**src/adfsm_pkg.sv**
```systemverilog
// Package with the item types, command codes and phase codes of the activity detector.
`default_nettype none

package adfsm_pkg;

    // Fixed field widths of the configuration registers and the items.
    localparam int unsigned TICK_W    = 16;
    localparam int unsigned BURST_W   = 7;
    localparam int unsigned THRESH_W  = 16;
    localparam int unsigned MAG_W     = 16;
    localparam int unsigned CFG_IDX_W = 2;
    localparam int unsigned CFG_DAT_W = 16;

    // Number of quiet bursts in a row that halts the block.
    localparam logic [1:0] QUIET_LIMIT = 2'd3;

    // Command carried by an input item.
    typedef enum logic [1:0] {
        REQ_STEP   = 2'd0,
        REQ_RESUME = 2'd1,
        REQ_HALT   = 2'd2,
        REQ_ACK    = 2'd3
    } req_t;

    // Phase of the detector, also reported in each result item.
    typedef enum logic [2:0] {
        PH_HALTED   = 3'd0,
        PH_WAIT     = 3'd1,
        PH_SAMPLE   = 3'd2,
        PH_FILTER   = 3'd3,
        PH_DETECTED = 3'd4,
        PH_AWAIT    = 3'd5
    } phase_t;

    // Configuration register indexes.
    typedef enum logic [CFG_IDX_W-1:0] {
        CFG_WAIT_TICKS   = 2'd0,
        CFG_BURST_LENGTH = 2'd1,
        CFG_THRESHOLD    = 2'd2,
        CFG_UNUSED       = 2'd3
    } cfg_idx_t;

    // Input item.
    typedef struct packed {
        req_t               req_type;
        logic [MAG_W-1:0]   magnitude;
    } in_item_t;

    // Result item.
    typedef struct packed {
        logic       stopped_now;
        logic       activity_flag;
        logic       is_halted;
        logic [2:0] phase_code;
    } out_item_t;

endpackage

`default_nettype wire

```
**src/activity_detector_fsm_unit.sv**
```systemverilog
// Top level of the command-driven activity detector with input and result registers.
`default_nettype none

// Activity detector driven by command items. Every accepted item yields exactly one
// result item. The block takes one item per clock cycle while the result side does not
// stall: an input register holds the item, the phase machine and the running sum update
// in one pass of logic (one add, one 16 by 7 bit multiply and one compare), and a result
// register holds the answer, which is offered once the item has passed through the
// input register and the result register. Input and result sides are decoupled by
// these two registers; s_ready drops only when both are full and the result is not
// being taken. Configuration writes are always accepted (cfg_ready is tied high) and
// take effect for the next item that reaches the phase machine.
module activity_detector_fsm_unit #(
    parameter int unsigned MAX_BURST = 64,
    parameter int unsigned MAG_BITS  = 16
) (
    input  wire logic                                aclk,
    input  wire logic                                aresetn,
    // Input items.
    input  wire logic                                s_valid,
    output logic                                     s_ready,
    input  wire adfsm_pkg::in_item_t                 s_item,
    // Result items.
    output logic                                     m_valid,
    input  wire logic                                m_ready,
    output adfsm_pkg::out_item_t                     m_item,
    // Configuration writes.
    input  wire logic                                cfg_valid,
    output logic                                     cfg_ready,
    input  wire logic [adfsm_pkg::CFG_IDX_W-1:0]     cfg_index,
    input  wire logic [adfsm_pkg::CFG_DAT_W-1:0]     cfg_data
);

    // Derived widths.
    localparam int unsigned MAG_USE = (MAG_BITS < adfsm_pkg::MAG_W) ? MAG_BITS
                                                                     : adfsm_pkg::MAG_W;
    localparam int unsigned CNT_W   = $clog2(MAX_BURST + 1);
    localparam int unsigned SUM_W   = MAG_USE + $clog2(MAX_BURST);
    localparam int unsigned PROD_W  = adfsm_pkg::THRESH_W + CNT_W;
    localparam int unsigned CMP_W   = (SUM_W > PROD_W) ? SUM_W : PROD_W;
    localparam logic [adfsm_pkg::MAG_W-1:0] MAG_MASK =
        adfsm_pkg::MAG_W'((64'd1 << MAG_USE) - 64'd1);
    localparam logic [31:0] MAX_BURST_V = 32'(MAX_BURST);

    // Configuration registers.
    logic [adfsm_pkg::TICK_W-1:0]   wait_ticks_reg;
    logic [adfsm_pkg::BURST_W-1:0]  burst_length_reg;
    logic [adfsm_pkg::THRESH_W-1:0] threshold_reg;

    // Detector state.
    adfsm_pkg::phase_t              phase_reg, phase_next;
    logic [adfsm_pkg::TICK_W-1:0]   tick_count_reg, tick_count_next;
    logic [CNT_W-1:0]               sample_count_reg, sample_count_next;
    logic [SUM_W-1:0]               sample_sum_reg, sample_sum_next;
    logic [1:0]                     quiet_bursts_reg, quiet_bursts_next;
    logic                           detected_reg, detected_next;
    logic                           stopped;

    // Pipeline registers.
    logic                           in_valid_reg;
    adfsm_pkg::in_item_t            in_item_reg;
    logic                           m_valid_reg;
    adfsm_pkg::out_item_t           m_item_reg;

    // Handshake control.
    logic                           advance;
    logic                           step_en;

    // Working values.
    logic [31:0]                    burst_ext;
    logic [CNT_W-1:0]               eff_burst;
    logic [CNT_W-1:0]               count_inc;
    logic [SUM_W-1:0]               mag_used;
    logic [CMP_W-1:0]               limit;
    logic                           above;
    logic [1:0]                     quiet_inc;

    assign advance   = !m_valid_reg || m_ready;
    assign step_en   = in_valid_reg && advance;
    assign s_ready   = !in_valid_reg || advance;
    assign m_valid   = m_valid_reg;
    assign m_item    = m_item_reg;
    assign cfg_ready = 1'b1;

    // Configuration register writes; indexes beyond the list are ignored.
    always_ff @(posedge aclk) begin
        if (!aresetn) begin
            wait_ticks_reg   <= adfsm_pkg::TICK_W'(1);
            burst_length_reg <= adfsm_pkg::BURST_W'(1);
            threshold_reg    <= '0;
        end else if (cfg_valid && cfg_ready) begin
            unique case (adfsm_pkg::cfg_idx_t'(cfg_index))
                adfsm_pkg::CFG_WAIT_TICKS:   wait_ticks_reg   <= cfg_data;
                adfsm_pkg::CFG_BURST_LENGTH:
                    burst_length_reg <= cfg_data[adfsm_pkg::BURST_W-1:0];
                adfsm_pkg::CFG_THRESHOLD:    threshold_reg    <= cfg_data;
                adfsm_pkg::CFG_UNUSED:       ;
                default:                     ;
            endcase
        end
    end

    // Effective burst length: zero counts as one, and it is capped at MAX_BURST.
    always_comb begin
        burst_ext = 32'(burst_length_reg);
        if (burst_ext == 32'd0) begin
            eff_burst = CNT_W'(1);
        end else if (burst_ext > MAX_BURST_V) begin
            eff_burst = CNT_W'(MAX_BURST_V);
        end else begin
            eff_burst = CNT_W'(burst_ext);
        end
    end

    // Sample path values and the average test as sum > threshold * length.
    assign mag_used  = SUM_W'(in_item_reg.magnitude & MAG_MASK);
    assign count_inc = (sample_count_reg < eff_burst) ? CNT_W'(sample_count_reg + 1'b1)
                                                       : sample_count_reg;
    assign limit     = CMP_W'(threshold_reg) * CMP_W'(eff_burst);
    assign above     = CMP_W'(sample_sum_reg) > limit;
    assign quiet_inc = quiet_bursts_reg + 2'd1;

    // Next state of the phase machine for the item in the input register.
    always_comb begin
        phase_next        = phase_reg;
        tick_count_next   = tick_count_reg;
        sample_count_next = sample_count_reg;
        sample_sum_next   = sample_sum_reg;
        quiet_bursts_next = quiet_bursts_reg;
        detected_next     = detected_reg;
        stopped           = 1'b0;
        if (step_en) begin
            unique case (in_item_reg.req_type)
                adfsm_pkg::REQ_STEP: begin
                    unique case (phase_reg)
                        adfsm_pkg::PH_HALTED: ;
                        adfsm_pkg::PH_WAIT: begin
                            tick_count_next   = tick_count_reg + 1'b1;
                            sample_count_next = '0;
                            sample_sum_next   = '0;
                            if (tick_count_next == wait_ticks_reg) begin
                                phase_next = adfsm_pkg::PH_SAMPLE;
                            end
                        end
                        adfsm_pkg::PH_SAMPLE: begin
                            tick_count_next   = '0;
                            sample_sum_next   = sample_sum_reg + mag_used;
                            sample_count_next = count_inc;
                            if (count_inc >= eff_burst) begin
                                phase_next = adfsm_pkg::PH_FILTER;
                            end
                        end
                        adfsm_pkg::PH_FILTER: begin
                            if (above) begin
                                phase_next = adfsm_pkg::PH_DETECTED;
                            end else if (quiet_inc == adfsm_pkg::QUIET_LIMIT) begin
                                // Third quiet burst in a row halts the block.
                                phase_next        = adfsm_pkg::PH_HALTED;
                                quiet_bursts_next = '0;
                                stopped           = 1'b1;
                            end else begin
                                phase_next        = adfsm_pkg::PH_WAIT;
                                quiet_bursts_next = quiet_inc;
                            end
                        end
                        adfsm_pkg::PH_DETECTED: begin
                            detected_next     = 1'b1;
                            quiet_bursts_next = '0;
                            phase_next        = adfsm_pkg::PH_AWAIT;
                        end
                        adfsm_pkg::PH_AWAIT: begin
                            if (!detected_reg) begin
                                phase_next = adfsm_pkg::PH_WAIT;
                            end
                        end
                        default: ;
                    endcase
                end
                adfsm_pkg::REQ_RESUME: phase_next    = adfsm_pkg::PH_WAIT;
                adfsm_pkg::REQ_HALT:   phase_next    = adfsm_pkg::PH_HALTED;
                adfsm_pkg::REQ_ACK:    detected_next = 1'b0;
                default: ;
            endcase
        end
    end

    // Phase machine state registers.
    always_ff @(posedge aclk) begin
        if (!aresetn) begin
            phase_reg        <= adfsm_pkg::PH_HALTED;
            tick_count_reg   <= '0;
            sample_count_reg <= '0;
            sample_sum_reg   <= '0;
            quiet_bursts_reg <= '0;
            detected_reg     <= 1'b0;
        end else begin
            phase_reg        <= phase_next;
            tick_count_reg   <= tick_count_next;
            sample_count_reg <= sample_count_next;
            sample_sum_reg   <= sample_sum_next;
            quiet_bursts_reg <= quiet_bursts_next;
            detected_reg     <= detected_next;
        end
    end

    // Input register: holds one item until the phase machine takes it.
    always_ff @(posedge aclk) begin
        if (!aresetn) begin
            in_valid_reg <= 1'b0;
        end else if (s_ready) begin
            in_valid_reg <= s_valid;
        end
    end

    always_ff @(posedge aclk) begin
        if (s_valid && s_ready) begin
            in_item_reg <= s_item;
        end
    end

    // Result register: loaded with the outcome of each item as it is processed.
    always_ff @(posedge aclk) begin
        if (!aresetn) begin
            m_valid_reg <= 1'b0;
        end else if (advance) begin
            m_valid_reg <= in_valid_reg;
        end
    end

    always_ff @(posedge aclk) begin
        if (step_en) begin
            m_item_reg.stopped_now   <= stopped;
            m_item_reg.activity_flag <= detected_next;
            m_item_reg.is_halted     <= (phase_next == adfsm_pkg::PH_HALTED);
            m_item_reg.phase_code    <= 3'(phase_next);
        end
    end

endmodule

`default_nettype wire
```
**config.mk**
```make
export PLATFORM = sky130hd
export DESIGN_NAME = activity_detector_fsm_unit
export DESIGN_NICKNAME = d
export VERILOG_FILES = /design/src/adfsm_pkg.sv /design/src/activity_detector_fsm_unit.sv
export SDC_FILE = /design/constraint.sdc
export NUM_CORES = 1
export LEC_CHECK = 0
export ABC_CLOCK_PERIOD_IN_PS = 8510
export BUFFER_PORTS_ARGS = -buffer_cell sky130_fd_sc_hd__buf_2
export CAP_MARGIN = 20
export CORE_MARGIN = 1.5
export CORE_UTILIZATION = 63
export DETAILED_ROUTE_END_ITERATION = 6
export HOLD_SLACK_MARGIN = 0.12
export MAX_ROUTING_LAYER = met4
export PLACE_DENSITY = 0.93
export SETUP_SLACK_MARGIN = 0.15
export SLEW_MARGIN = 20
export SYNTH_ARGS = -nofsm -noshare
export SYNTH_HDL_FRONTEND = slang
export SYNTH_SLANG_ARGS = --single-unit
```
**constraint.sdc**
```tcl
create_clock -name aclk -period 8.51 [get_ports aclk]
set_clock_uncertainty 0.2 [all_clocks]
set_input_delay 0.4255 -clock aclk [delete_from_list [all_inputs] [get_ports aclk]]
set_output_delay 0.4255 -clock aclk [all_outputs]
set_load 0.005 [all_outputs]
```
==> flow_results.xml <==
<?xml version="1.0" encoding="UTF-8"?>
<metrics>
  <group name="outcome">
    <metric name="status" unit="">finished, violations left</metric>
    <metric name="violations" unit="">design-rule violations</metric>
  </group>
  <group name="floorplanning">
    <metric name="io_pins" unit="">50</metric>
    <metric name="core.rowCount" unit="">46</metric>
    <metric name="floorplan.core_area" unit="um2">15900</metric>
    <metric name="chipWidth" unit="um">131</metric>
    <metric name="design.die.area" unit="um2">17100</metric>
    <metric name="effective_utilization_at_floorplan" unit="">0.647</metric>
    <metric name="floorplan.die.height" unit="um">131</metric>
  </group>
  <group name="worst_setup_path">
    <metric name="cp-start-kind" unit="">flip-flop</metric>
    <metric name="cp-endpoint" unit="">m_item[3]$_DFFE_PP_</metric>
    <metric name="biggest_fanout_along_the_worst_timing_path" unit="">17</metric>
    <metric name="crit_path_end_kind" unit="">flip-flop</metric>
    <metric name="rr_startpoint" unit="">burst_length_reg[6]$_SDFFE_PN0P_</metric>
    <metric name="worst_setup_path_startpoint" unit="">burst_length_reg[6]$_SDFFE_PN0P_</metric>
    <metric name="critical-path-slowest-cell" unit="">sky130_fd_sc_hd__fa_1</metric>
    <metric name="logic_depth_of_the_worst_register_to_register_path" unit="">28</metric>
    <metric name="cp_data_arrival_time" unit="ns">7.99</metric>
    <metric name="critPathKind" unit="">reg2reg</metric>
    <metric name="regToRegEndpoint" unit="">m_item[3]$_DFFE_PP_</metric>
    <metric name="critical_path.most_common_cell" unit="">sky130_fd_sc_hd__fa_1</metric>
    <metric name="timing.critical_path.slowest_cell_delay" unit="ns">0.54</metric>
    <metric name="timing.critical_path.required" unit="ns">8.47</metric>
    <metric name="reg2reg_setup_slack" unit="ns">0.49</metric>
  </group>
  <group name="logic_synthesis">
    <metric name="post_synth_num_cell_types" unit="">74</metric>
    <metric name="synth.yosys.warnings" unit="">0</metric>
    <metric name="ys_ff_latch" unit="">116</metric>
    <metric name="post-synth-top-area-cell" unit="">sky130_fd_sc_hd__dfxtp_1</metric>
    <metric name="netlist_area" unit="um2">10300</metric>
    <metric name="asyncSetResetFlopFracSynth" unit="">0</metric>
    <metric name="post_synth_inst_count" unit="">1176</metric>
    <metric name="ys.flop_type" unit="">sky130_fd_sc_hd__dfxtp_1</metric>
    <metric name="sequential_fraction_of_the_synthesis_area" unit="">0.248</metric>
    <metric name="netlist.area_leader.share" unit="">0.179</metric>
    <metric name="syn_avg_cell_area" unit="um2">8.77</metric>
    <metric name="post_synth_net_total" unit="">1384</metric>
    <metric name="synth_edf_count" unit="">24</metric>
    <metric name="synth.top_cells.by_area" unit="">sky130_fd_sc_hd__dfxtp_1 (18%), sky130_fd_sc_hd__fa_1 (14%), sky130_fd_sc_hd__ha_1 (12%), sky130_fd_sc_hd__edfxtp_1 (7.0%), sky130_fd_sc_hd__nand2_1 (5.7%)</metric>
  </group>
  <group name="clocking">
    <metric name="htreeDepth" unit="">4</metric>
    <metric name="number_of_sinks_handled_by_clock_tree_synthesis" unit="">116</metric>
    <metric name="tritoncts" unit="">yes</metric>
    <metric name="ctsRootBufferMaster" unit="">sky130_fd_sc_hd__clkbuf_16</metric>
    <metric name="clock_path_buffers" unit="">2</metric>
    <metric name="cts.reportedPaths.clkPinSlew" unit="ns">0.06</metric>
    <metric name="post-cts-setup-buffers" unit="">0</metric>
    <metric name="clk-insertion-delay-late" unit="ns">0.43</metric>
    <metric name="tritoncts_buffers" unit="">17</metric>
  </group>
  <group name="global_route">
    <metric name="antenna_found_initial" unit="">0</metric>
    <metric name="pin_count_of_the_biggest_net_entering_global_routing" unit="">88</metric>
    <metric name="grt_remaining_overflow" unit="">0</metric>
    <metric name="gr-usage-all-layers" unit="">0.358</metric>
    <metric name="wire_length_of_the_first_global_routing_pass" unit="um">45800</metric>
    <metric name="grt_pass1_vias" unit="">9454</metric>
  </group>
  <group name="sta">
    <metric name="grt_setup_unrepaired" unit="">no</metric>
    <metric name="max_slew.worst_pin.slew" unit="ns">1.06</metric>
    <metric name="finalCriticalPeriod" unit="ns">8.02</metric>
    <metric name="finalCritPeriodShare" unit="">0.943</metric>
    <metric name="hold_viol_final" unit="">0</metric>
    <metric name="max_freq" unit="MHz">125</metric>
    <metric name="finalSetupTns" unit="ns">0</metric>
    <metric name="setup_viol" unit="">0</metric>
    <metric name="slew_viol_final" unit="">0</metric>
    <metric name="worst_slew_margin_rel" unit="">0.290</metric>
  </group>
  <group name="final_layout">
    <metric name="fin_util" unit="">0.733</metric>
    <metric name="antenna-diode-count" unit="">0</metric>
    <metric name="layout-area-overhead-vs-synth" unit="%">13.3</metric>
    <metric name="most-common-layout-cells" unit="">sky130_fd_sc_hd__nand2_1 (157), sky130_fd_sc_hd__ha_1 (97), sky130_fd_sc_hd__dfxtp_1 (91), sky130_fd_sc_hd__inv_1 (90), sky130_fd_sc_hd__and2_1 (86)</metric>
    <metric name="fillers" unit="">1008</metric>
    <metric name="final_design_area_no_fill" unit="um2">11700</metric>
    <metric name="layout_commonest_cell" unit="">sky130_fd_sc_hd__nand2_1</metric>
    <metric name="post_route_cells_drive_above_1_share" unit="">0.0825</metric>
    <metric name="largest_register_ff_count" unit="">22</metric>
    <metric name="final_net_count" unit="">1457</metric>
  </group>
  <group name="power_and_ir_drop">
    <metric name="pwr_density_cell" unit="nW/um2">126</metric>
    <metric name="vdd_ir_drop_max" unit="mV">0.143</metric>
    <metric name="power.static_leakage" unit="nW">5.29</metric>
  </group>
  <group name="drt">
    <metric name="drt-total-wl" unit="um">28500</metric>
    <metric name="detail_route.vias_per_cell" unit="">6.47</metric>
    <metric name="final_antenna_net_count" unit="">0</metric>
    <metric name="routed-via-count" unit="">9554</metric>
    <metric name="drc_errors" unit="">2</metric>
    <metric name="wl_per_cell" unit="um">19.3</metric>
    <metric name="drt_first_iter_violations" unit="">1197</metric>
    <metric name="drt-pass1-iter-count" unit="">7</metric>
  </group>
  <group name="flow_run">
    <metric name="maxCapViolCount" unit="">0</metric>
  </group>
  <group name="placement">
    <metric name="dp_hpwl" unit="um">18200</metric>
    <metric name="placed_cell_area" unit="um2">10700</metric>
    <metric name="gp_congestion" unit="">0.887</metric>
    <metric name="port_buffers" unit="">48</metric>
  </group>
  <group name="hold_path">
    <metric name="holdCritPathClass" unit="">in2reg</metric>
  </group>
</metrics>
## repair_timing
action | 4_1_cts | 5_1_grt
endpoints found under the hold margin | 47 | 0
setup endpoints to repair | 0 | 3
resized for setup | 0 | 2
hold buffers | 35 | 0
## Yosys cell counts, drive strengths merged, types with 4 or more instances
cell type and count:
a211oi 6, inv 90, buf 6, or4 6, fa 70, or3 12, nor2 43, and2 86
nor2b 41, nand2 157, mux2i 9, nand2b 11, and3 11, nor4 6, edfxtp 24, o21ai 47
a21boi 37, dfxtp 92, ha 97, nand3 27, a22oi 13, clkbuf 33, xnor2 28, and4 5
xor2 27, nor3b 5, a21oi 41, a21o 22, or2 4, nor3 22, o31ai 10, o21a 10
nand3b 5, o211ai 7, nand4 13, nor4b 4, a31oi 10
## per-layer routing
metal	share of wire	global-route usage	vias up
met2	0.49	0.574	644
met1	0.36	0.408	4498
met5	0	-	-
met4	0.064	0.223	0
li1	-	-	4214
met3	0.087	0.0790	198
## through the flow
| stage | setup WS [ns] | power [mW] | cells | hold slack (ns) |
|---|---|---|---|---|
| final | 0.487 | 1.47 | 1477 | 0.115 |
| after detailed placement | 0.501 | 0.725 | 1411 | 0.284 |
| after global routing | 0.195 | 1.51 | 1477 | 0.134 |
| after global placement | 0.689 | 0.719 | 1411 | 0.274 |
| after CTS | 0.436 | 1.46 | 1477 | 0.121 |
| after floorplan | 1.13 | 0.681 | 1176 | 0.245 |
## where the power goes
part / internal [mW] / total (mW) / leakage, nW / switching [mW]
sequential: 0.575 / 0.590 / 0.977 / 0.0143
clock: 0.470 / 0.733 / 0.290 / 0.263
combinational: 0.0633 / 0.151 / 4.02 / 0.0875
total: 1.11 / 1.47 / 5.29 / 0.365
## how the worst min path moves through the flow
| stage | startpoint | end | cells past startpoint |
|---|---|---|---|
| final | cfg_data[4] | wait_ticks_reg[4]$_SDFFE_PN0P_ | 3 |
| after global routing | cfg_data[4] | wait_ticks_reg[4]$_SDFFE_PN0P_ | 3 |
| after CTS | cfg_data[4] | burst_length_reg[4]$_SDFFE_PN0P_ | 3 |
| after detailed placement | wait_ticks_reg[0]$_SDFFE_PN1P_ | wait_ticks_reg[0]$_SDFFE_PN1P_ | 2 |
| after global placement | wait_ticks_reg[9]$_SDFFE_PN0P_ | wait_ticks_reg[9]$_SDFFE_PN0P_ | 2 |
| after floorplan | burst_length_reg[0]$_SDFFE_PN1P_ | burst_length_reg[0]$_SDFFE_PN1P_ | 2 |
## cell families (layout without fill, tap and decap cells)
| family | count (synthesis) | in the layout | synth area share |
|---|---|---|---|
| compound gates | 234 | 234 | 0.154 |
| simple gates | 464 | 464 | 0.238 |
| xor+xnor | 55 | 55 | 0.0467 |
| flops | 116 | 116 | 0.248 |
| buf+inv | 129 | 214 | 0.0488 |
| fa+ha+maj | 167 | 167 | 0.254 |
| mux | 10 | 10 | 0.00983 |
| other cells | 1 | 1 | 0.000364 |
## area by class of cell
class / instances / area [um2] / share of cell area
Clock buffer: 23 / 500 / 0.0428
Tap cell: 216 / 270 / 0.0231
Clock inverter: 8 / 96.3 / 0.00824
Multi-Input combinational cell: 931 / 7260 / 0.621
Inverter: 90 / 338 / 0.0289
Sequential cell: 116 / 2560 / 0.219
Timing Repair Buffer: 93 / 666 / 0.0569
## worst max-delay path: cells and delay by family (launching register included)
| kind | cells | cell delay (ns) |
|---|---|---|
| buffers and inverters | 4 | 0.54 |
| flip-flops | 1 | 0.42 |
| adder cells (fa/ha/maj) | 6 | 2.63 |
| AND/OR/NAND/NOR | 6 | 1.37 |
| AO/OA/AOI/OAI | 12 | 2.59 |
No activity file was read; power rests on OpenSTA's default activity.
